[src/rtl/core/ic_pkg.sv]
// ----------------------------------------------------------------------------
// ic_pkg
// Shared sizes, types and state codes of the inversion counter.
// ----------------------------------------------------------------------------
`default_nettype none

package ic_pkg;

   localparam int MAX_ELEMENTS = 1024;
   localparam int VALUE_WIDTH  = 32;
   localparam int SAMPLE_W     = 32;
   localparam int TOTAL_W      = 19;

   localparam int ADDR_W  = $clog2(MAX_ELEMENTS);
   localparam int CNT_W   = $clog2(MAX_ELEMENTS + 1);
   localparam int SPAN_W  = CNT_W + 2;
   localparam int ACC_W   = 2 * CNT_W;
   localparam int SAT_W   = (ACC_W > TOTAL_W) ? ACC_W : TOTAL_W;

   localparam logic [TOTAL_W-1:0] TOTAL_MAX = {TOTAL_W{1'b1}};

   localparam int QUEUE_DEPTH = 4;
   localparam int QPTR_W      = $clog2(QUEUE_DEPTH);
   localparam int QCNT_W      = $clog2(QUEUE_DEPTH + 1);

   // one word between front and back
   typedef struct packed {
      logic [VALUE_WIDTH-1:0] value;   // sign bit flipped, unsigned order
      logic                   store;   // 0: store was full, word dropped
      logic                   last;
   } ic_entry_type;

   typedef struct packed {
      logic         valid;
      ic_entry_type entry;
   } ic_head_type;

   typedef struct packed {
      logic                   en;
      logic [ADDR_W-1:0]      addr;
      logic [VALUE_WIDTH-1:0] data;
   } ic_wr_type;

   typedef enum logic [2:0] {
      BK_LOAD,
      BK_PASS,
      BK_RUN,
      BK_PRIME,
      BK_MERGE,
      BK_DONE
   } ic_back_state_type;

endpackage

`default_nettype wire

[src/rtl/core/ic_queue.sv]
// ----------------------------------------------------------------------------
// ic_queue
// Short word queue between the front and the back.
// ----------------------------------------------------------------------------
`default_nettype none

module ic_queue import ic_pkg::*; (
   input  wire logic   clock,
   input  wire logic   reset,
   input  wire logic   push,
   input  wire ic_entry_type push_entry,
   output logic        full,
   input  wire logic   pop,
   output ic_head_type head
);

   ic_entry_type      slot_ff [QUEUE_DEPTH];
   logic [QPTR_W-1:0] wr_ptr_ff;
   logic [QPTR_W-1:0] rd_ptr_ff;
   logic [QCNT_W-1:0] fill_ff;
   logic              do_pop;

   assign full       = fill_ff == QCNT_W'(QUEUE_DEPTH);
   assign head.valid = fill_ff != '0;
   assign head.entry = slot_ff[rd_ptr_ff];
   assign do_pop     = pop && head.valid;

   always_ff @(posedge clock) begin
      if (push) begin
         slot_ff[wr_ptr_ff] <= push_entry;
      end
   end

   always_ff @(posedge clock) begin
      if (reset) begin
         wr_ptr_ff <= '0;
         rd_ptr_ff <= '0;
         fill_ff   <= '0;
      end else begin
         if (push) begin
            wr_ptr_ff <= wr_ptr_ff + QPTR_W'(1);
         end
         if (do_pop) begin
            rd_ptr_ff <= rd_ptr_ff + QPTR_W'(1);
         end
         if (push && !do_pop) begin
            fill_ff <= fill_ff + QCNT_W'(1);
         end else if (do_pop && !push) begin
            fill_ff <= fill_ff - QCNT_W'(1);
         end
      end
   end

endmodule

`default_nettype wire

[config.mk]
export PLATFORM = sky130hd
export DESIGN_NAME = ic_queue
export DESIGN_NICKNAME = d
export VERILOG_FILES = /design/src/rtl/core/ic_pkg.sv /design/src/rtl/core/ic_queue.sv
export SDC_FILE = /design/constraint.sdc
export NUM_CORES = 1
export LEC_CHECK = 0
export BUFFER_PORTS_ARGS = -buffer_cell sky130_fd_sc_hd__buf_2
export CORE_ASPECT_RATIO = 0.6
export CORE_UTILIZATION = 50
export DETAILED_ROUTE_END_ITERATION = 16
export GPL_TIMING_DRIVEN = 0
export MAX_ROUTING_LAYER = met4
export PLACE_DENSITY = 0.75
export REMOVE_ABC_BUFFERS = 1
export SYNTH_ARGS = -nofsm -noshare
export SYNTH_HDL_FRONTEND = slang
export SYNTH_SLANG_ARGS = --single-unit
[constraint.sdc]
create_clock -name clock -period 2.2 [get_ports clock]
set_input_delay 0.44 -clock clock [delete_from_list [all_inputs] [get_ports clock]]
set_output_delay 0.44 -clock clock [all_outputs]
set_load 0.01 [all_outputs]
==> impl_results.md <==
* GR Overflow Total at 0
* CP Data Required Time at 1.76 ns
* Vias per cell at 5.359
* Crit path arrival time at around 1.7 ns
* Filler cell count at between 700 and 800
* NumNets Final at 355
* Routed wire length per instance at 19.63 um
* Slew HR at 0.3437
* Chip Width at 136.1 um
* Clock buffer depth at 2
* Finished layout cell area at 0.006519 mm2
* Worst Setup End Kind: primary output
* Leak pwr at 2.245 nW
* Status: finished clean
* Multiplexer area fraction after synthesis at 0.1485
* RSZ-0062 raised after global routing: yes
* Dpl hpwl at 5318 um
* Worst Skew at about 0.0094 ns
* Port Buf Inserts at 73
* Placement Cell Area at 0.005902 mm2
* Detailed router's first-iteration violation count at a little over 200
* Initial antenna violation count at 1
* Synth top area share at 0.7571
* Synth Area in Compound Gates at 0.004871
* Vias in the first global route at 2634
* Fin. max-slew vios at 0
* Achievable Freq at 0.4701 GHz
* Routed WL at 9030 um
* Via count at between 2000 and 2500
* H-tree levels at 4
* DP Worst Slack at -0.007903 ns
* Initial Utilization at 0.5309
* Post-Syn Area per Cell at 24.30 um2
* Adder-cell area share of the yosys netlist at 0.01531
* Worst slew pin tran at 0.9845 ns
* VDD IR max at ~620 uV
* XOR/XNOR share of the synthesized area at 0.008119
* Post-synthesis cell count at about 220
* Reg clk slew, reported paths at 0.06 ns
* DRC at 0
* Largest family of logic cells by synthesized area: multiplexers
* Post-synthesis simple-gate area fraction at 0.01322
* Gpl congestion at 0.6890
* Die H at 82.46 um
* Tmin final at 2.127 ns
* P&R area growth vs syn at 20.85%
* Global-route total usage across every layer at 0.1822
* Synth top area cells: edfxtp_1 76%, mux4_2 13%, dfxtp_1 3.3%, mux4_1 1.9%, ha_1 1.2%
* Core area at 0.01016 mm2
* Post-Syn Area at ~0.0054 mm2
* Hold WC Path Type: input port to register
* First drt pass iteration count at 4
* First-pass GRT wire length at 13530 um
* Leading area contributor after synthesis: edfxtp_1
* Distinct cells, synth at 22
* Final hold vios at 0
* Pwr/cell area at 1151 mW/mm2
* Largest net degree at the start of global routing at 35
* I/O pin count at 74
* Finish-stage setup viols at 0
* Worst skew pair latency at 0.40 ns
* Register area share after synthesis at 0.7905
* Total chip power at approximately 7.5 mW
* Setup Crit Path Kind: register to primary output
* CTS tree: yes
* CTS sink cnt at 145
* Setup ws final at about 0.073 ns
* Num rows at 28
* Final period util at 0.9669
* Die area at 0.01122 mm2
* CTS root buf: clkbuf_16
* Max-cap violations at 0
* Flip-flop and latch count after synthesis at 145
* CP Max Fanout at 6
* Total CTS buffers at 17
* Ys Warns at 0
* Fraction of layout cells with a size suffix above 1 at 0.4458
* Startpoint Class: register
* Post-DRT Antenna Nets at 0
-- synthesized netlist by cell type (all sizes together) --
master  instances
o21ai           1
fa              1
nor3b           1
buf             7
xnor2           1
or3             2
mux4           34
clkbuf          2
a21oi           1
inv             3
o311ai          1
o31ai           1
nor2            7
ha              5
edfxtp        136
xor2            4
dfxtp           9
mux2i           2
and2            4
-- per-stage QoR --
step	std cells	TNS [ns]	hold WS (ns)	utilization
floorplan	213	-14.10	0.4776	-
global placement	421	-68.60	0.5042	0.5743
detailed placement	424	-0.007903	0.5218	0.5809
CTS	457	0	0.2305	0.6373
global route	459	-0.02961	0.2293	0.6414
finish	460	0	0.2473	0.6416
-- sequential cells by signal, indices dropped and copies added, names as in the netlist, named ones only --
| name | cells |
|---|---|
| wr_ptr_ff | 2 |
| slot_ff | 136 |
| rd_ptr_ff | 2 |
| fill_ff | 3 |
-- final cells by class --
| type | instances | area, um2 | share of cell area |
|---|---|---|---|
| Antenna cell | 2 | 5.005 | 0.0007678 |
| Sequential cell | 145 | 4272 | 0.6553 |
| Inverter | 3 | 11.26 | 0.001727 |
| Tap cell | 135 | 168.9 | 0.02591 |
| Timing Repair Buffer | 79 | 469.2 | 0.07198 |
| Clock inverter | 11 | 116.4 | 0.01785 |
| Clock buffer | 20 | 436.7 | 0.06699 |
| Multi-Input combinational cell | 65 | 1040 | 0.1595 |
-- metal layers --
layer,track usage,vias to the layer above,wire length (um)
met1,0.2293,1254,3969
met5,-,-,0
li1,-,1114,-
met2,0.2726,89,4221
met4,0.08000,0,68
met3,0.06227,8,771
-- path summary, 6_finish.rpt --
path	slack, ns	from	to	depth (start not counted)
setup / recovery	0.07	register	head[18]	3
hold reg to reg	0.54	rd_ptr_ff[0]$_SDFFE_PP0P_	rd_ptr_ff[0]$_SDFFE_PP0P_	2
hold / removal	0.25	push_entry[3]	slot_ff[2][3]$_DFFE_PP_	1
setup reg to reg	0.14	fill_ff[1]$_SDFFE_PP0P_	fill_ff[2]$_SDFFE_PP0P_	7
-- cells by family (layout without fill, tap and decap cells) --
| kind of cell | Yosys count | after routing |
|---|---|---|
| and+or+nand+nor | 14 | 14 |
| muxes | 36 | 36 |
| other | 0 | 2 |
| buffers and inverters | 12 | 113 |
| xor gates and xnor gates | 5 | 5 |
| adders and majority gates | 6 | 6 |
| AOI/OAI and AO/OA | 4 | 4 |
| DFF | 145 | 145 |
-- cell usage in the layout (no fill, tap or decap), drive strengths merged, types with 2 or more instances in the layout --
cell type,netlist,layout
xor2,4,4
mux4,34,34
diode,0,2
buf,7,78
and2,4,4
mux2i,2,2
bufinv,0,2
dfxtp,9,9
nor2,7,7
inv,3,3
edfxtp,136,136
or3,2,2
ha,5,5
clkbuf,2,21
clkinv,0,7
clkinvlp,0,2
-- worst max-delay path: stages (launching register included) --
cell	delay, ns
dfxtp_4	0.40
buf_4	0.20
mux4_2	0.51
buf_2	0.16
-- power by group --
part | total [mW] | internal, mW | switching (mW)
logic | 1.50 | 0.813 | 0.684
registers | 3.35 | 3.20 | 0.149
clock network | 2.65 | 1.65 | 1.00
-- repair_timing --
| item | 4_1_cts | 5_1_grt |
|---|---|---|
| hold buffers | 0 | 0 |
| setup endpoints to repair | 34 | 5 |
| gates resized for setup | 2 | 4 |
| setup buffers | 2 | 0 |
| pin swaps | 0 | 0 |
| gates cloned | 0 | 1 |
Power figures use the tool's default switching activity.
