**config.mk**
```make
export PLATFORM = sky130hd
export DESIGN_NAME = ic_back
export DESIGN_NICKNAME = d
export VERILOG_FILES = /design/src/rtl/core/ic_pkg.sv /design/src/rtl/core/ic_back.sv
export SDC_FILE = /design/constraint.sdc
export NUM_CORES = 1
export LEC_CHECK = 0
export ABC_CLOCK_PERIOD_IN_PS = 5600
export BUFFER_PORTS_ARGS = -buffer_cell sky130_fd_sc_hd__buf_2
export CORE_MARGIN = 4
export CORE_UTILIZATION = 53
export DETAILED_ROUTE_END_ITERATION = 10
export PLACE_DENSITY = 0.81
export SLEW_MARGIN = 10
export SYNTH_ARGS = -nofsm -noshare
export SYNTH_HDL_FRONTEND = slang
export SYNTH_SLANG_ARGS = --single-unit
```
**constraint.sdc**
```tcl
create_clock -name clock -period 5.6 [get_ports clock]
set_input_delay 0 -clock clock [delete_from_list [all_inputs] [get_ports clock]]
set_output_delay 0 -clock clock [all_outputs]
set_load 0.02 [all_outputs]
```
**src/rtl/core/ic_pkg.sv**
```systemverilog
// ----------------------------------------------------------------------------
// ic_pkg
// Shared sizes, types and state codes of the inversion counter.
// ----------------------------------------------------------------------------
`default_nettype none

package ic_pkg;

   localparam int MAX_ELEMENTS = 1024;
   localparam int VALUE_WIDTH  = 32;
   localparam int SAMPLE_W     = 32;
   localparam int TOTAL_W      = 19;

   localparam int ADDR_W  = $clog2(MAX_ELEMENTS);
   localparam int CNT_W   = $clog2(MAX_ELEMENTS + 1);
   localparam int SPAN_W  = CNT_W + 2;
   localparam int ACC_W   = 2 * CNT_W;
   localparam int SAT_W   = (ACC_W > TOTAL_W) ? ACC_W : TOTAL_W;

   localparam logic [TOTAL_W-1:0] TOTAL_MAX = {TOTAL_W{1'b1}};

   localparam int QUEUE_DEPTH = 4;
   localparam int QPTR_W      = $clog2(QUEUE_DEPTH);
   localparam int QCNT_W      = $clog2(QUEUE_DEPTH + 1);

   // one word between front and back
   typedef struct packed {
      logic [VALUE_WIDTH-1:0] value;   // sign bit flipped, unsigned order
      logic                   store;   // 0: store was full, word dropped
      logic                   last;
   } ic_entry_type;

   typedef struct packed {
      logic         valid;
      ic_entry_type entry;
   } ic_head_type;

   typedef struct packed {
      logic                   en;
      logic [ADDR_W-1:0]      addr;
      logic [VALUE_WIDTH-1:0] data;
   } ic_wr_type;

   typedef enum logic [2:0] {
      BK_LOAD,
      BK_PASS,
      BK_RUN,
      BK_PRIME,
      BK_MERGE,
      BK_DONE
   } ic_back_state_type;

endpackage

`default_nettype wire

```
**src/rtl/core/ic_back.sv**
```systemverilog
// ----------------------------------------------------------------------------
// ic_back
// Loads words into the store, then merge-sorts bottom-up between two RAMs
// and counts inversions; holds the result in an output register.
// ----------------------------------------------------------------------------
`default_nettype none

module ic_back import ic_pkg::*; (
   input  wire logic                   clock,
   input  wire logic                   reset,
   input  wire ic_head_type            q_head,
   output logic                        q_pop,
   output ic_wr_type                   wr0,
   output ic_wr_type                   wr1,
   output logic [ADDR_W-1:0]           rd_addr_a,
   output logic [ADDR_W-1:0]           rd_addr_b,
   input  wire logic [VALUE_WIDTH-1:0] rd0_a,
   input  wire logic [VALUE_WIDTH-1:0] rd0_b,
   input  wire logic [VALUE_WIDTH-1:0] rd1_a,
   input  wire logic [VALUE_WIDTH-1:0] rd1_b,
   output logic                        rsp_empty,
   input  wire logic                   rsp_pop,
   output logic [TOTAL_W-1:0]          rsp_inversion_total,
   output logic                        rsp_overflow_flag
);

   ic_back_state_type state_ff, state_in;
   logic [CNT_W-1:0]  cnt_ff, cnt_in;
   logic              drop_ff, drop_in;
   logic [ACC_W-1:0]  acc_ff, acc_in;
   logic [SPAN_W-1:0] w_ff, w_in;
   logic [SPAN_W-1:0] lo_ff, lo_in;
   logic [CNT_W-1:0]  mid_ff, mid_in;
   logic [CNT_W-1:0]  hi_ff, hi_in;
   logic [CNT_W-1:0]  a_ff, a_in;
   logic [CNT_W-1:0]  b_ff, b_in;
   logic [CNT_W-1:0]  k_ff, k_in;
   logic              src_ff, src_in;
   logic              out_valid_ff, out_valid_in;
   logic [TOTAL_W-1:0] out_total_ff, out_total_in;
   logic              out_ovf_ff, out_ovf_in;

   logic [SPAN_W-1:0]      n_span;
   logic [SPAN_W-1:0]      lo_w;
   logic [SPAN_W-1:0]      lo_2w;
   logic [VALUE_WIDTH-1:0] head_a;
   logic [VALUE_WIDTH-1:0] head_b;
   logic                   take_b;
   logic [CNT_W-1:0]       a_nx;
   logic [CNT_W-1:0]       b_nx;
   logic [VALUE_WIDTH-1:0] pick;

   assign n_span = SPAN_W'(cnt_ff);
   assign lo_w   = lo_ff + w_ff;
   assign lo_2w  = lo_ff + (w_ff << 1);
   assign head_a = src_ff ? rd1_a : rd0_a;
   assign head_b = src_ff ? rd1_b : rd0_b;

   // stable merge: ties go to the left run
   assign take_b = !(a_ff < mid_ff) || ((b_ff < hi_ff) && (head_a > head_b));
   assign a_nx   = take_b ? a_ff : a_ff + CNT_W'(1);
   assign b_nx   = take_b ? b_ff + CNT_W'(1) : b_ff;
   assign pick   = take_b ? head_b : head_a;

   assign rd_addr_a = (state_ff == BK_MERGE) ? a_nx[ADDR_W-1:0] : a_ff[ADDR_W-1:0];
   assign rd_addr_b = (state_ff == BK_MERGE) ? b_nx[ADDR_W-1:0] : b_ff[ADDR_W-1:0];

   assign rsp_empty           = !out_valid_ff;
   assign rsp_inversion_total = out_total_ff;
   assign rsp_overflow_flag   = out_ovf_ff;

   always_comb begin
      state_in     = state_ff;
      cnt_in       = cnt_ff;
      drop_in      = drop_ff;
      acc_in       = acc_ff;
      w_in         = w_ff;
      lo_in        = lo_ff;
      mid_in       = mid_ff;
      hi_in        = hi_ff;
      a_in         = a_ff;
      b_in         = b_ff;
      k_in         = k_ff;
      src_in       = src_ff;
      out_valid_in = out_valid_ff && !rsp_pop;
      out_total_in = out_total_ff;
      out_ovf_in   = out_ovf_ff;
      q_pop        = 1'b0;
      wr0          = '{en: 1'b0, addr: k_ff[ADDR_W-1:0], data: pick};
      wr1          = '{en: 1'b0, addr: k_ff[ADDR_W-1:0], data: pick};

      case (state_ff)
         BK_LOAD: begin
            if (q_head.valid) begin
               q_pop = 1'b1;
               if (q_head.entry.store) begin
                  wr0.en   = 1'b1;
                  wr0.addr = cnt_ff[ADDR_W-1:0];
                  wr0.data = q_head.entry.value;
                  cnt_in   = cnt_ff + CNT_W'(1);
               end else begin
                  drop_in = 1'b1;
               end
               if (q_head.entry.last) begin
                  w_in     = SPAN_W'(1);
                  src_in   = 1'b0;
                  acc_in   = '0;
                  state_in = BK_PASS;
               end
            end
         end
         BK_PASS: begin
            lo_in    = '0;
            state_in = (w_ff < n_span) ? BK_RUN : BK_DONE;
         end
         BK_RUN: begin
            if (lo_ff < n_span) begin
               // a lone tail run is copied across as a merge with an empty right run
               mid_in   = (lo_w > n_span) ? cnt_ff : lo_w[CNT_W-1:0];
               hi_in    = (lo_2w > n_span) ? cnt_ff : lo_2w[CNT_W-1:0];
               a_in     = lo_ff[CNT_W-1:0];
               b_in     = (lo_w > n_span) ? cnt_ff : lo_w[CNT_W-1:0];
               k_in     = lo_ff[CNT_W-1:0];
               state_in = BK_PRIME;
            end else begin
               w_in     = w_ff << 1;
               src_in   = !src_ff;
               state_in = BK_PASS;
            end
         end
         BK_PRIME: begin
            state_in = BK_MERGE;
         end
         BK_MERGE: begin
            wr0.en = src_ff;
            wr1.en = !src_ff;
            if (take_b) begin
               acc_in = acc_ff + ACC_W'(mid_ff - a_ff);
            end
            a_in = a_nx;
            b_in = b_nx;
            k_in = k_ff + CNT_W'(1);
            if (k_ff + CNT_W'(1) == hi_ff) begin
               lo_in    = SPAN_W'(hi_ff);
               state_in = BK_RUN;
            end
         end
         BK_DONE: begin
            if (!out_valid_ff) begin
               out_valid_in = 1'b1;
               out_total_in = (SAT_W'(acc_ff) > SAT_W'(TOTAL_MAX)) ?
                              TOTAL_MAX : TOTAL_W'(acc_ff);
               out_ovf_in   = drop_ff;
               cnt_in       = '0;
               drop_in      = 1'b0;
               state_in     = BK_LOAD;
            end
         end
         default: begin
            state_in = BK_LOAD;
         end
      endcase
   end

   always_ff @(posedge clock) begin
      if (reset) begin
         state_ff     <= BK_LOAD;
         cnt_ff       <= '0;
         drop_ff      <= 1'b0;
         acc_ff       <= '0;
         src_ff       <= 1'b0;
         out_valid_ff <= 1'b0;
      end else begin
         state_ff     <= state_in;
         cnt_ff       <= cnt_in;
         drop_ff      <= drop_in;
         acc_ff       <= acc_in;
         src_ff       <= src_in;
         out_valid_ff <= out_valid_in;
      end
   end

   always_ff @(posedge clock) begin
      w_ff         <= w_in;
      lo_ff        <= lo_in;
      mid_ff       <= mid_in;
      hi_ff        <= hi_in;
      a_ff         <= a_in;
      b_ff         <= b_in;
      k_ff         <= k_in;
      out_total_ff <= out_total_in;
      out_ovf_ff   <= out_ovf_in;
   end

endmodule

`default_nettype wire

```
==> flow_metrics.tcl <==
set metrics [dict create \
    outcome "completed" \
    die_w_um 160.2 \
    critPathLaunchType "register" \
    via_count 11150 \
    setup_viol_count_final 0 \
    clkSinkCount 138 \
    cts_inserted_buffers 17 \
    first_global_vias 10640 \
    max_freq_ghz 0.1921 \
    synthMuxAreaShare_pct 11.76 \
    critical_path.max_fanout 68 \
    dp_hpwl_um 30990 \
    die_area_sq_um 25660 \
    endpoint_kind "output port" \
    synth-seq-area-share_pct 30.57 \
    worstPathCellList "mux2_2, ha_1, nand4_1, nor3_2, nand4_1, or3_1, o2111a_2, nor2_4, buf_4, nand2_1, o21a_1, mux2_2, buf_2" \
    slew_headroom_pct 18.93 \
    total_power_mw 7.638 \
    first_iter_violations 1052 \
    ys_warn_count 0 \
    grt_max_degree 69 \
    postSynth.asyncResetShare_pct 0 \
    cp.arrival_ps 5210 \
    start_util_pct 54.06 \
    cts_tree "done" \
    layout_commonest_cell "buf_2" \
    row_count 55 \
    multi_input_area_sq_um 8025 \
    crit_path_max_incr_delay_ps 1000 \
    synth_xor_area_share_pct 7.705 \
    seqPwrFrac_pct 23.6 \
    synth_edf_count 99 \
    fill_cells 1933 \
    hold_viol 0 \
    fin_crit_ps 5206 \
    io_pins 294 \
    p_leak_nw 6.372 \
    cts-root-buf "clkbuf_16" \
    postRouteWirelength_um 39040 \
    holdBufCountCts 2 \
    ir_drop_v 0.0003318 \
    viasPerCell 5.914 \
    r2r_slack_ps 810 \
    areaGrowthSynthToFinish_pct 17.91 \
    path_class "register to output port" \
    final.setup.tns_ps 0 \
    synth_cell_types 69 \
    power_density_nw_per_um2 527.7 \
    max-cap-violations 0 \
    p_clk_share_pct 13.8 \
    slew_viol_final 0 \
    synthAdderAreaFrac_pct 15.12 \
    swShare_pct 47.00 \
    synth_top_family_by_area "compound AO/OA/AOI/OAI gates" \
    skew_ps 10.23 \
    gp_congestion 0.9730 \
    grt_pass1_wl_um 59570 \
    final_cell_mix "buf_2, ha_1, nand2_1" \
    post-cts-setup-buffers 0 \
    synth_cells 1322 \
    die-height_um 160.2 \
    hold_class "input port to register" \
    synthSimpleGateAreaFrac_pct 15.20 \
    netlist_area_sq_um 12280 \
    holdWs_ps 76.56 \
    max_slew.worst_pin.slew_ps 1216 \
    antenna_found_initial 1 \
    firstDrtPassIters 6 \
    wl_per_cell_um 20.71 \
    syn-num-nets 1634 \
    p_int_mw 4.048 \
    coreArea_sq_um 22710 \
    synth_compound_area_share_pct 15.38 \
    cts.repair.resized 0 \
    comb_power_share_pct 62.6 \
    switchingPower_mw 3.590 \
    clock_latency_ps 430 \
    final_nets 1897 \
    path_clk_slew_ps 60 \
    grtUsageTotal_pct 29.23 \
    synth_flop_cell "edfxtp_1" \
    rsz0062_at_grt "false" \
    drive_above_1_share_pct 27.85 \
    cp_data_required_time_ps 5600 \
    cts-htree-levels 4 \
    io_buffers 293 \
    ys_seq_elements 138 \
    fin_crit_sh_pct 92.96 \
    final_antenna_net_count 0 \
    avgSynthCellArea_sq_um 9.287 \
    drc 0 \
    ff_latch_area_sq_um 3757 \
    clockBufferDepth 2 \
    grt_overflow 0 \
    cp_slowest_cell "dfxtp_4" \
]
[per-layer routing]
layer | up-vias | global-route usage, % | part of all wire (%)
li1 | 5355 | - | -
met1 | 5208 | 41.46 | 44
met2 | 526 | 45.82 | 46
met3 | 59 | 5.084 | 8.0
met4 | 0 | 8.799 | 2.6
met5 | - | 0 | 0
[sequential cells by signal, summed over array words and instances (netlist names)]
signal	cells
drop_ff	1
mid_ff	11
src_ff	1
acc_ff	22
hi_ff	11
w_ff	13
state_ff	3
b_ff	11
lo_ff	11
out_valid_ff	1
rsp_inversion_total	19
k_ff	11
rsp_overflow_flag	1
cnt_ff	11
a_ff	11
[logic make-up after synthesis]
family / after synthesis
AOI/OAI and AO/OA: 295
adders and majority gates: 146
DFF: 138
muxes: 132
and+or+nand+nor: 383
xor gates and xnor gates: 108
buffers and inverters: 120
[final cells by class]
type	count	share of cell area (%)
clock buffers	23	3.380
clock inverters	9	0.4322
inverters	60	1.556
repair buffers	304	10.74
flip-flops and latches	138	25.96
diodes	2	0.03458
multi-input cells	1064	55.44
well taps	285	2.463
[critical path: cells and delay by family, from the launching register on]
family                   cells  cell delay, ps
adder cells (fa/ha/maj)      1             320
multiplexers                 2             720
AND/OR/NAND/NOR              6            1500
buffers and inverters        2             750
AO/OA/AOI/OAI                2             410
flip-flops                   1            1000
[cell usage after synthesis, types with 7 or more instances]
cell,n,share of area (%)
xnor2_1,81,5.8
xor2_1,27,1.9
clkbuf_1,29,0.89
and3_1,18,0.92
o21ai_0,46,1.9
edfxtp_1,99,24
nand2b_1,28,1.4
nor2b_1,9,0.46
mux2i_1,34,2.8
a21oi_1,105,4.3
ha_1,142,14
nand4_1,19,0.97
nand2_1,119,3.6
a211oi_1,11,0.67
nor4_1,7,0.36
buf_4,14,0.86
a21o_1,34,2.1
o21a_1,43,2.6
dfxtp_1,39,6.4
mux2_2,92,8.4
a31oi_1,9,0.46
nand3_1,45,1.8
nor3_1,20,0.82
or3_1,8,0.41
buf_2,10,0.41
inv_1,60,1.8
nor2_1,82,2.5
[through the flow]
step	worst slack [ps]	instance area [sq um]	utilization (%)	cells
floorplan	1142	12280	-	1322
global placement	994.9	13900	61.20	1849
detailed placement	865.4	13900	61.20	1849
CTS	452.7	14470	63.72	1883
global route	135.0	14470	63.73	1884
finish	394.3	14480	63.74	1885
[worst paths after layout]
path,start,end,cells past startpoint
worst max-delay path,src_ff,wr0[1],13
worst min-delay path,reset,acc_ff[1],2
worst max register to register,lo_ff[0],b_ff[0],19
worst min register to register,drop_ff,rsp_overflow_flag,0
[power by group through the flow]
stage | clock network, mW | registers [mW] | logic (mW)
after floorplan | 0 | 1.69 | 3.52
after global placement | 0 | 1.80 | 4.54
after detailed placement | 0 | 1.81 | 4.69
after CTS | 1.06 | 1.79 | 4.73
after global routing | 1.11 | 1.83 | 5.26
final | 1.06 | 1.80 | 4.78
(Power assumes the default switching activity.)
