File: src/rtl/core/ic_pkg.sv
// ----------------------------------------------------------------------------
// ic_pkg
// Shared sizes, types and state codes of the inversion counter.
// ----------------------------------------------------------------------------
`default_nettype none

package ic_pkg;

   localparam int MAX_ELEMENTS = 1024;
   localparam int VALUE_WIDTH  = 32;
   localparam int SAMPLE_W     = 32;
   localparam int TOTAL_W      = 19;

   localparam int ADDR_W  = $clog2(MAX_ELEMENTS);
   localparam int CNT_W   = $clog2(MAX_ELEMENTS + 1);
   localparam int SPAN_W  = CNT_W + 2;
   localparam int ACC_W   = 2 * CNT_W;
   localparam int SAT_W   = (ACC_W > TOTAL_W) ? ACC_W : TOTAL_W;

   localparam logic [TOTAL_W-1:0] TOTAL_MAX = {TOTAL_W{1'b1}};

   localparam int QUEUE_DEPTH = 4;
   localparam int QPTR_W      = $clog2(QUEUE_DEPTH);
   localparam int QCNT_W      = $clog2(QUEUE_DEPTH + 1);

   // one word between front and back
   typedef struct packed {
      logic [VALUE_WIDTH-1:0] value;   // sign bit flipped, unsigned order
      logic                   store;   // 0: store was full, word dropped
      logic                   last;
   } ic_entry_type;

   typedef struct packed {
      logic         valid;
      ic_entry_type entry;
   } ic_head_type;

   typedef struct packed {
      logic                   en;
      logic [ADDR_W-1:0]      addr;
      logic [VALUE_WIDTH-1:0] data;
   } ic_wr_type;

   typedef enum logic [2:0] {
      BK_LOAD,
      BK_PASS,
      BK_RUN,
      BK_PRIME,
      BK_MERGE,
      BK_DONE
   } ic_back_state_type;

endpackage

`default_nettype wire

File: src/rtl/core/ic_front.sv
// ----------------------------------------------------------------------------
// ic_front
// Accepts input words, maps values to unsigned order and marks drops.
// ----------------------------------------------------------------------------
`default_nettype none

module ic_front import ic_pkg::*; (
   input  wire logic                clock,
   input  wire logic                reset,
   input  wire logic                req_push,
   output logic                     req_full,
   input  wire logic [SAMPLE_W-1:0] req_sample_value,
   input  wire logic                req_final_item,
   input  wire logic                q_full,
   output logic                     q_push,
   output ic_entry_type             q_entry
);

   logic [CNT_W-1:0]             count_ff;
   logic [CNT_W-1:0]             count_in;
   logic signed [VALUE_WIDTH-1:0] ext_value;
   logic                         has_room;

   assign req_full  = q_full;
   assign q_push    = req_push && !q_full;
   assign has_room  = count_ff < CNT_W'(MAX_ELEMENTS);
   // low value bits, sign extended when the value is wider than the port
   assign ext_value = VALUE_WIDTH'($signed(req_sample_value));

   always_comb begin
      q_entry.value = ext_value ^ {1'b1, {(VALUE_WIDTH-1){1'b0}}};
      q_entry.store = has_room;
      q_entry.last  = req_final_item;
      count_in      = count_ff;
      if (q_push) begin
         if (req_final_item) begin
            count_in = '0;
         end else if (has_room) begin
            count_in = count_ff + CNT_W'(1);
         end
      end
   end

   always_ff @(posedge clock) begin
      if (reset) begin
         count_ff <= '0;
      end else begin
         count_ff <= count_in;
      end
   end

endmodule

`default_nettype wire

File: config.mk
export PLATFORM = sky130hd
export DESIGN_NAME = ic_front
export DESIGN_NICKNAME = d
export VERILOG_FILES = /design/src/rtl/core/ic_pkg.sv /design/src/rtl/core/ic_front.sv
export SDC_FILE = /design/constraint.sdc
export NUM_CORES = 1
export LEC_CHECK = 0
export ABC_CLOCK_PERIOD_IN_PS = 1400
export BUFFER_PORTS_ARGS = -buffer_cell sky130_fd_sc_hd__buf_2
export CAP_MARGIN = 40
export CORE_UTILIZATION = 28
export DETAILED_ROUTE_END_ITERATION = 8
export PLACE_DENSITY = 0.62
export SETUP_SLACK_MARGIN = 0.05
export SYNTH_ARGS = -nofsm -noshare
export SYNTH_HDL_FRONTEND = slang
export SYNTH_SLANG_ARGS = --single-unit
File: constraint.sdc
create_clock -name clock -period 1.4 [get_ports clock]
set_clock_uncertainty 0.1 [all_clocks]
set_input_delay 0.14 -clock clock [delete_from_list [all_inputs] [get_ports clock]]
set_output_delay 0.14 -clock clock [all_outputs]
set_load 0.005 [all_outputs]
==> flow_summary_export.csv, run 1 <==
group,metric,value,unit
run_status,status,"finished, final reports clean",
critical_path,critPathKind,"reg2reg",
floorplan,dieArea,3160,sq um
critical_path,path_delay_family,"simple AND/OR/NAND/NOR gates",
job,max_cap_viol_count,0,
routing,wl_met3,173,um
routing,routed.top_layer,"met4",
routing,wl_met1,557,um
floorplan,core_region_area,2760,sq um
synthesis,ys_seq_area_frac,0.268,
critical_path,crit_chain,"buf_4 -> nand3_1 -> nor3_1 -> buf_4 -> xnor2_1 -> nor2_1",
power,p_int,0.451,mW
critical_path,critPathArrivalTime,1.37,ns
clocking,cts_num_sinks,11,
sta,whs,0.0778,ns
power,switchingPower,0.131,mW
sta,worst_pin_slew,0.359,ns
sta,fin_ws,0.0701,ns
floorplan,start_util,0.298,
hold_path,worstHoldStart,"req_final_item",
critical_path,cp-end-kind,"flip-flop",
routing,vias_per_cell,4.72,
sta,setup_viol,0,
critical_path,crit_path_max_incr_delay,0.36,ns
sta,finalSetupTns,0,ns
routing,wl_met2,601,um
global_route,grt_pass1_wl,2210,um
critical_path,crit_path_max_fanout,3,
global_route,antenna_found_initial,0,
place,preCtsSetupSlack,0.0251,ns
clocking,cts_tree,"yes",
synthesis,synth_seq_cells,11,
final_layout,largest_register,"count_ff",
critical_path,worst-r2r-setup-slack,0.07,ns
synthesis,synthFlopType,"dfxtp_1",
global_route,first_global_vias,510,
critical_path,worst_path_most_repeated_cell,"buf_4",
routing,remaining_drc_errors,0,
sta,rsz0062_at_grt,"yes",
clocking,clk_pin_slew,0.07,ns
synthesis,synthCells,96,
synthesis,yosysWarningCount,0,
synthesis,yosysUniqueCellTypes,27,
floorplan,ios,73,
sta,relSlewSlack,0.761,
final_layout,top_regs,"count_ff (11)",
synthesis,async_flop_share,0,
power,comb_power_share,0.087,
hold_path,hold_path_depth,3,
final_layout,drive_gt1_frac,0.512,
power,swShare,0.225,
routing,ant_nets,0,
synthesis,synth_edf_count,0,
final_layout,n_antenna_cell,0,
sta,fmax,752,MHz
place,place_hpwl,971,um
clocking,clockBufferDepth,2,
final_layout,largest_register_ffs,11,
floorplan,die_w,56.2,um
routing,drtIter0Drc,16,
floorplan,num_rows,19,
critical_path,cp-startpoint,"count_ff[1]",
sta,finalMaxSlewViolations,0,
final_layout,layout.nets,123,
sta,fin_crit_sh,0.950,
clocking,cts-root-buf,"clkbuf_4",
power,leakagePower,0.293,nW
final_layout,finalCoreUtilization,0.289,
routing,drtPass1Iterations,4,
place,port_buffers,10,
critical_path,reg2regPathDepth,6,
critical_path,crit_slowest_cell,"dfxtp_2",
synthesis,syn_nets,134,
synthesis,avgSynthCellArea,8.56,sq um
routing,vias,543,
power,clkPwrFrac,0.364,
global_route,groute.usage.overall,0.0913,
clocking,clk_latency,0.27,ns
final_layout,layout_commonest_cell,"buf_2",
global_route,grt.overflow.total,0,
routing,wl_per_cell,12.1,um
sta,layout_min_cycle_time,1.33,ns
critical_path,crit_required,1.44,ns
hold_path,hold_class,"in2reg",
power,power_density,731,nW/um^2
critical_path,critPathLaunchType,"flip-flop",
hold_path,hold_end,"count_ff[1]",
final_layout,syn_to_final_growth,-3.20,%
power,seq_power_share,0.548,
final_layout,layout_common_cells,"10 x buf_2, 9 x nor2_1, 9 x buf_4",
clocking,cts_made_buffers,3,
floorplan,die_h,56.2,um
synthesis,synthesis.area,822,sq um
routing,routed_wl,1390,um
clocking,cts_max_level,1,
critical_path,timing.rr.end,"count_ff[3]",
power,peakVddDrop,343,uV
global_route,grt_max_degree,11,
place,gp_congestion,0.689,
critical_path,rr_startpoint,"count_ff[1]",
critical_path,timing.critical_path.buf_inv,2,
sta,final_hold_viol_count,0,
routing by layer:
layer  vias to the layer above  track usage
met4                         0       0.0523
met3                        16       0.0674
met2                        28        0.129
met5                         -            0
li1                        257            -
met1                       242       0.0973
how the worst max path moves through the flow:
stage	cells past startpoint	slack, ns	to
3_3_place_gp	4	0.05	count_ff[10]
4_1_cts	5	0.07	count_ff[7]
3_5_place_dp	4	0.03	count_ff[10]
6_report	6	0.07	count_ff[3]
2_1_floorplan	4	0.07	count_ff[10]
5_1_grt	6	0.02	count_ff[3]
worst register-to-register path, delay by kind of cell, from the launching register on:
| kind | cells | cell delay (ns) |
|---|---|---|
| simple gates | 3 | 0.36 |
| flops | 1 | 0.36 |
| buf+inv | 2 | 0.26 |
| xor+xnor | 1 | 0.11 |
cells by family after synthesis:
kind of cell / Yosys count / share of synthesized area
AO/OA/AOI/OAI: 8 / 0.0639
XOR/XNOR: 7 / 0.0746
adder cells (fa/ha/maj): 1 / 0.0152
buffers and inverters: 41 / 0.352
flip-flops: 11 / 0.268
AND/OR/NAND/NOR: 28 / 0.227
area by class of cell:
| class | count | area [sq um] |
|---|---|---|
| tap | 31 | 38.8 |
| timing repair buffer | 20 | 128 |
| clock buffer | 4 | 26.3 |
| multi-input combinational | 44 | 354 |
| fill | 302 | 1960 |
| inverter | 5 | 18.8 |
| sequential | 11 | 230 |
synth_stat cells, types with 2 or more instances:
master	number	share of area
a21o_1	2	0.018
a21oi_1	3	0.018
buf_4	34	0.31
dfxtp_1	11	0.27
inv_1	4	0.018
nand2_1	3	0.014
nand3_1	3	0.018
nand4_1	2	0.015
nor2_1	9	0.041
nor4_1	2	0.015
xnor2_1	7	0.075
power by group through the flow:
stage / sequential [mW] / clock [mW] / combinational [mW]
global placement: 0.327 / 0 / 0.0423
CTS: 0.319 / 0.226 / 0.0502
finish: 0.319 / 0.212 / 0.0508
floorplan: 0.327 / 0 / 0.103
detailed placement: 0.327 / 0 / 0.0425
global route: 0.319 / 0.249 / 0.0555
what timing repair did:
action | 4_1_cts | 5_1_grt
pin swaps | 4 | 2
endpoints found under the setup margin | 2 | 6
hold buffers | 1 | 0
endpoints found under the hold margin | 1 | 0
gates resized for setup | 0 | 9
buffers inserted | 2 | 3
through the flow:
stage | instance area [sq um] | total power [mW] | cells
global route | 796 | 0.623 | 115
CTS | 744 | 0.595 | 112
global placement | 693 | 0.369 | 105
finish | 796 | 0.581 | 115
detailed placement | 693 | 0.370 | 105
floorplan | 845 | 0.429 | 96
No activity file was read; power rests on OpenSTA's default activity.
==> run 2, diff against run 1 <==
--- a/config.mk
+++ b/config.mk
@@ -5,12 +5,13 @@
 export SDC_FILE = /design/constraint.sdc
 export NUM_CORES = 1
 export LEC_CHECK = 0
+export ABC_AREA = 1
 export ABC_CLOCK_PERIOD_IN_PS = 1400
 export BUFFER_PORTS_ARGS = -buffer_cell sky130_fd_sc_hd__buf_2
 export CAP_MARGIN = 40
 export CORE_UTILIZATION = 28
 export DETAILED_ROUTE_END_ITERATION = 8
-export PLACE_DENSITY = 0.62
+export PLACE_DENSITY = 0.61
 export SETUP_SLACK_MARGIN = 0.05
 export SYNTH_ARGS = -nofsm -noshare
 export SYNTH_HDL_FRONTEND = slang
==> run 2 against run 1 <==
Flip-flop and latch count stayed put. Largest power group unchanged. Hold slack better by 0.026 ns. Final area is 3.1% lower. Count of clock-buffer cells in the layout stayed put. Register-to-register slack better by 0.11 ns. Final cell count is 17% higher. Global-route usage is 0.74 points lower. Core utilization is 1.8 points lower. Power is 2.4% higher. Setup slack better by 0.11 ns. Non-clock buffer count is 6 lower. The run now ends with DRC left. Critical endpoint is now count_ff[6].
==> flow_summary_export.csv, run 2 <==
group,metric,value,unit
routing,vias,594,
job,max_cap_viol_count,0,
critical_path,timing.critical_path.buf_inv,3,
synthesis,ys_seq_area_frac,0.252,
place,preCtsSetupSlack,0.119,ns
final_layout,top_regs,"count_ff (11)",
place,port_buffers,10,
critical_path,crit_slowest_cell,"dfxtp_1",
final_layout,drive_gt1_frac,0.398,
power,peakVddDrop,305,uV
final_layout,layout_common_cells,"15 x nand2_1, 13 x nor2_1, 10 x buf_2",
final_layout,largest_register,"count_ff",
critical_path,critPathKind,"reg2reg",
synthesis,synth_seq_cells,11,
global_route,grt_pass1_wl,2130,um
synthesis,synthFlopType,"dfxtp_1",
synthesis,synth_area_leaders,"buf_4 29%, dfxtp_1 25%, nand2_1 6.4%, nor2_1 5.6%, nand2_2 3.6%",
critical_path,rr_startpoint,"count_ff[10]",
hold_path,hold_class,"in2reg",
floorplan,core_region_area,2850,sq um
global_route,grt.overflow.total,0,
hold_path,hold_end,"count_ff[1]",
synthesis,synth_edf_count,0,
critical_path,worst-r2r-setup-slack,0.18,ns
synthesis,synthCells,120,
sta,finalMaxSlewViolations,0,
synthesis,synth_area_leader_cell,"buf_4",
routing,wl_per_cell,10.3,um
floorplan,start_util,0.307,
run_status,status,"complete, but fails checks",
routing,vias_per_cell,4.43,
clocking,clockBufferDepth,2,
critical_path,critPathLaunchType,"flip-flop",
global_route,groute.usage.overall,0.0839,
sta,fin_crit_sh,0.872,
synthesis,yosysWarningCount,0,
critical_path,timing.rr.end,"count_ff[6]",
sta,setup_viol,0,
routing,drtPass1Iterations,6,
clocking,clk_pin_slew,0.07,ns
sta,layout_min_cycle_time,1.22,ns
routing,ant_nets,0,
place,dp_cells,127,
clocking,cts_tree,"yes",
synthesis,avgSynthCellArea,7.29,sq um
final_layout,n_antenna_cell,0,
routing,drtIter0Drc,19,
synthesis,synth_most_common_cell,"buf_4",
floorplan,dieArea,3350,sq um
floorplan,num_rows,19,
sta,fmax,820,MHz
clocking,cts_max_level,1,
routing,routed_wl,1380,um
critical_path,crit_chain,"inv_2 -> nor2_2 -> nor2_4 -> buf_12 -> buf_4 -> a21oi_1 -> nor2_1",
synthesis,syn_nets,158,
clocking,clk_latency,0.26,ns
sta,finalSetupTns,0,ns
final_layout,final_area,771,sq um
floorplan,die_h,57.9,um
final_layout,nFillCells,319,
global_route,first_global_vias,537,
sta,relSlewSlack,0.850,
power,power_density,773,nW/um^2
critical_path,critPathArrivalTime,1.28,ns
global_route,grt_max_degree,14,
final_layout,syn_to_final_growth,-11.9,%
synthesis,yosysUniqueCellTypes,22,
hold_path,hold_path_depth,4,
sta,whs,0.104,ns
critical_path,path_delay_family,"flip-flops",
final_layout,finalCoreUtilization,0.270,
power,leakagePower,0.317,nW
sta,rsz0062_at_grt,"yes",
power,fin_total_pwr,0.596,mW
place,gp_congestion,0.740,
routing,remaining_drc_errors,7,
final_layout,layout_commonest_cell,"nand2_1",
synthesis,synthTopCellsByCount,"34 x buf_4, 15 x nand2_1, 13 x nor2_1",
final_layout,largest_register_ffs,11,
critical_path,crit_path_max_incr_delay,0.33,ns
critical_path,crit_required,1.46,ns
floorplan,die_w,57.9,um
synthesis,synth_top_cell_area_share,0.292,
sta,worst_pin_slew,0.224,ns
final_layout,layout.nets,142,
critical_path,cp-end-kind,"flip-flop",
clocking,cts_made_buffers,3,
hold_path,worstHoldStart,"req_final_item",
global_route,antenna_found_initial,0,
critical_path,crit_path_max_fanout,12,
run_status,violations,"DRC",
synthesis,async_flop_share,0,
sta,fin_ws,0.180,ns
clocking,cts_num_sinks,11,
synthesis,synthesis.area,875,sq um
place,place_hpwl,1070,um
sta,final_hold_viol_count,0,
final_layout,stdcell_count,134,
critical_path,reg2regPathDepth,7,
clocking,cts-root-buf,"clkbuf_4",
floorplan,ios,73,
place,placed_area,704,sq um
[run 2: cell types whose count changed after synthesis, sizes merged, moves of 2 or more]
cell / change
a21o: -2
a21oi: +3
inv: +8
nand2: +17
nand3: +2
nor2: +8
nor4: -3
o21ai: +2
xnor2: -7
[run 2: kinds of logic after synthesis]
group / count (synthesis) / synth area share
AOI/OAI and AO/OA: 12 / 0.0901
adders and majority gates: 1 / 0.0143
and+or+nand+nor: 47 / 0.279
DFF: 11 / 0.252
buffers and inverters: 49 / 0.365
[run 2: power by group]
group          internal [mW]  leakage [nW]  total, mW  switching (mW)
registers              0.315        0.0896      0.316         0.00174
clock network          0.110        0.0150      0.213           0.103
logic                 0.0293         0.212     0.0660          0.0367
[run 2: layout make-up]
class,count,area (sq um),share of cell area
tap,31,38.8,0.0503
sequential,11,223,0.289
clock buffer,4,26.3,0.0341
inverter,14,52.6,0.0682
multi-input combinational,60,335,0.435
timing repair buffer,14,95.1,0.123
[run 2: per-layer routing]
layer	GRT usage	wire length [um]	vias up
met5	0	0	-
met4	0.0714	22	0
met3	0.0246	119	2
met2	0.138	672	30
met1	0.0874	561	260
li1	-	-	302
[run 2: what timing repair did]
item / in CTS / in global routing
endpoints found under the hold margin: 2 / 0
endpoints found under the setup margin: 0 / 6
hold buffers: 1 / 0
gates resized for setup: 0 / 2
buffers inserted: 0 / 2
[run 2: worst max path at each step]
stage                         endpoint         start  cells after the start
final                      count_ff[6]  count_ff[10]                      7
after global routing      count_ff[10]   count_ff[0]                      7
after CTS                  count_ff[9]  count_ff[10]                      6
after detailed placement   count_ff[9]        q_full                      7
after global placement     count_ff[9]        q_full                      7
after floorplan            count_ff[8]   count_ff[0]                      6
[run 2: worst register-to-register path: stages, from the launching register on]
cell	delay (ns)
dfxtp_1	0.33
inv_2	0.05
nor2_2	0.12
nor2_4	0.06
buf_12	0.14
buf_4	0.13
a21oi_1	0.14
nor2_1	0.06
==> run 3, diff against run 2 <==
--- a/config.mk
+++ b/config.mk
@@ -9,10 +9,14 @@
 export ABC_CLOCK_PERIOD_IN_PS = 1400
 export BUFFER_PORTS_ARGS = -buffer_cell sky130_fd_sc_hd__buf_2
 export CAP_MARGIN = 40
-export CORE_UTILIZATION = 28
+export CELL_PAD_IN_SITES_DETAIL_PLACEMENT = 1
+export CELL_PAD_IN_SITES_GLOBAL_PLACEMENT = 1
+export CORE_ASPECT_RATIO = 1.25
+export CORE_UTILIZATION = 22
 export DETAILED_ROUTE_END_ITERATION = 8
-export PLACE_DENSITY = 0.61
+export PLACE_DENSITY = 0.72
 export SETUP_SLACK_MARGIN = 0.05
+export SLEW_MARGIN = 30
 export SYNTH_ARGS = -nofsm -noshare
 export SYNTH_HDL_FRONTEND = slang
 export SYNTH_SLANG_ARGS = --single-unit
==> run 3 against run 2 <==
The flow now finishes without violations. Critical endpoint unchanged. First-iteration DRC count shrank 37%. Power up 21%. Largest power group is now the clock network. Global-route usage grew 0.23 points.
==> flow_summary_export.csv, run 3 (synthesized netlist as in run 2, its figures left out) <==
group,metric,value,unit
sta,finalSetupTns,0,ns
routing,routed_wl,1750,um
final_layout,layout_common_cells,"15 x nand2_1, 13 x nor2_1, 10 x buf_2",
critical_path,critPathArrivalTime,1.30,ns
final_layout,stdcell_count,161,
clocking,cts_made_buffers,3,
routing,wl_met2,922,um
run_status,status,"finished, final reports clean",
global_route,groute.usage.overall,0.0862,
global_route,first_global_vias,642,
final_layout,largest_register_ffs,11,
floorplan,ios,73,
routing,vias,645,
critical_path,crit_path_max_fanout,3,
critical_path,crit_required,1.43,ns
floorplan,die_w,58.4,um
floorplan,num_rows,25,
floorplan,core_region_area,3780,sq um
global_route,grt_pass1_wl,2690,um
power,peakVddDrop,614,uV
sta,fin_crit_sh,0.907,
sta,fmax,788,MHz
final_layout,drive_gt1_frac,0.449,
final_layout,top_regs,"count_ff (11)",
clocking,cts_tree,"yes",
routing,remaining_drc_errors,0,
routing,drtPass1Iterations,4,
clocking,cts_max_level,1,
floorplan,dieArea,4230,sq um
clocking,cts_num_sinks,11,
global_route,grt_max_degree,13,
sta,relSlewSlack,0.834,
final_layout,syn_to_final_growth,-3.43,%
sta,worst_pin_slew,0.248,ns
critical_path,critPathKind,"reg2reg",
routing,ant_nets,0,
sta,fin_ws,0.131,ns
sta,rsz0062_at_grt,"yes",
sta,setup_viol,0,
job,max_cap_viol_count,0,
routing,wl_met3,128,um
clocking,cts-root-buf,"clkbuf_8",
place,port_buffers,10,
final_layout,layout_commonest_cell,"nand2_1",
place,gp_congestion,0.755,
place,dp_cells,150,
sta,final_hold_viol_count,0,
power,power_density,855,nW/um^2
global_route,grt.overflow.total,0,
routing,drtIter0Drc,12,
routing,wl_met1,621,um
sta,finalMaxSlewViolations,0,
place,preCtsSetupSlack,0.0852,ns
final_layout,finalCoreUtilization,0.223,
routing,vias_per_cell,4.01,
clocking,clk_latency,0.25,ns
critical_path,critPathLaunchType,"flip-flop",
floorplan,start_util,0.231,
global_route,antenna_found_initial,0,
clocking,clockBufferDepth,2,
floorplan,die_h,72.5,um
final_layout,n_antenna_cell,0,
hold_path,hold_class,"in2reg",
clocking,clk_pin_slew,0.05,ns
final_layout,largest_register,"count_ff",
routing,routed.top_layer,"met4",
final_layout,nFillCells,479,
routing,wl_per_cell,10.8,um
final_layout,layout.nets,146,
power,leakagePower,0.337,nW
sta,layout_min_cycle_time,1.27,ns
place,place_hpwl,1270,um
critical_path,cp-end-kind,"flip-flop",
==> run 3: area by class of cell <==
cell class	instances	area (sq um)	area share
Sequential cell	11	223	0.264
Multi-Input combinational cell	61	352	0.416
Inverter	14	52.6	0.0622
Clock buffer	4	45.0	0.0533
Tap cell	54	67.6	0.0800
Timing Repair Buffer	17	105	0.124
==> run 3: stage by stage <==
stage	instance area [sq um]	power [mW]	hold slack (ns)
6_report	845	0.722	0.122
5_1_grt	845	0.750	0.138
4_1_cts	788	0.716	0.126
3_5_place_dp	733	0.380	0.180
3_3_place_gp	733	0.380	0.180
2_1_floorplan	875	0.433	0.102
==> run 3: what timing repair did <==
action / 4_1_cts / 5_1_grt
setup endpoints to repair: 0 / 6
gates resized for setup: 0 / 6
endpoints found under the hold margin: 2 / 0
hold buffers: 1 / 0
buffers inserted: 0 / 5
==> run 3: worst paths after layout <==
| check | startpoint | to | slack [ns] | cells past startpoint |
|---|---|---|---|---|
| worst min-delay path | req_final_item | count_ff[1] | 0.12 | 4 |
| worst max register to register | count_ff[1] | count_ff[6] | 0.13 | 6 |
| worst max-delay path | count_ff[1] | count_ff[6] | 0.13 | 6 |
| worst min register to register | count_ff[10] | count_ff[10] | 0.38 | 2 |
==> run 3: power by group <==
part           switching [mW]  internal, mW
registers             0.00137         0.315
logic                  0.0412        0.0315
clock network           0.132         0.201
==> run 3: per-layer routing <==
metal,global-route usage,vias to the layer above
li1,-,317
met1,0.0754,295
met2,0.147,27
met3,0.0250,6
met4,0.0952,0
met5,0,-
==> run 3: critical path, stage by stage (launching register included) <==
cell     delay, ns
dfxtp_2       0.35
ha_2          0.19
nand2_1       0.09
nor2_1        0.20
nand3_1       0.11
nand2_1       0.08
nor2_1        0.04
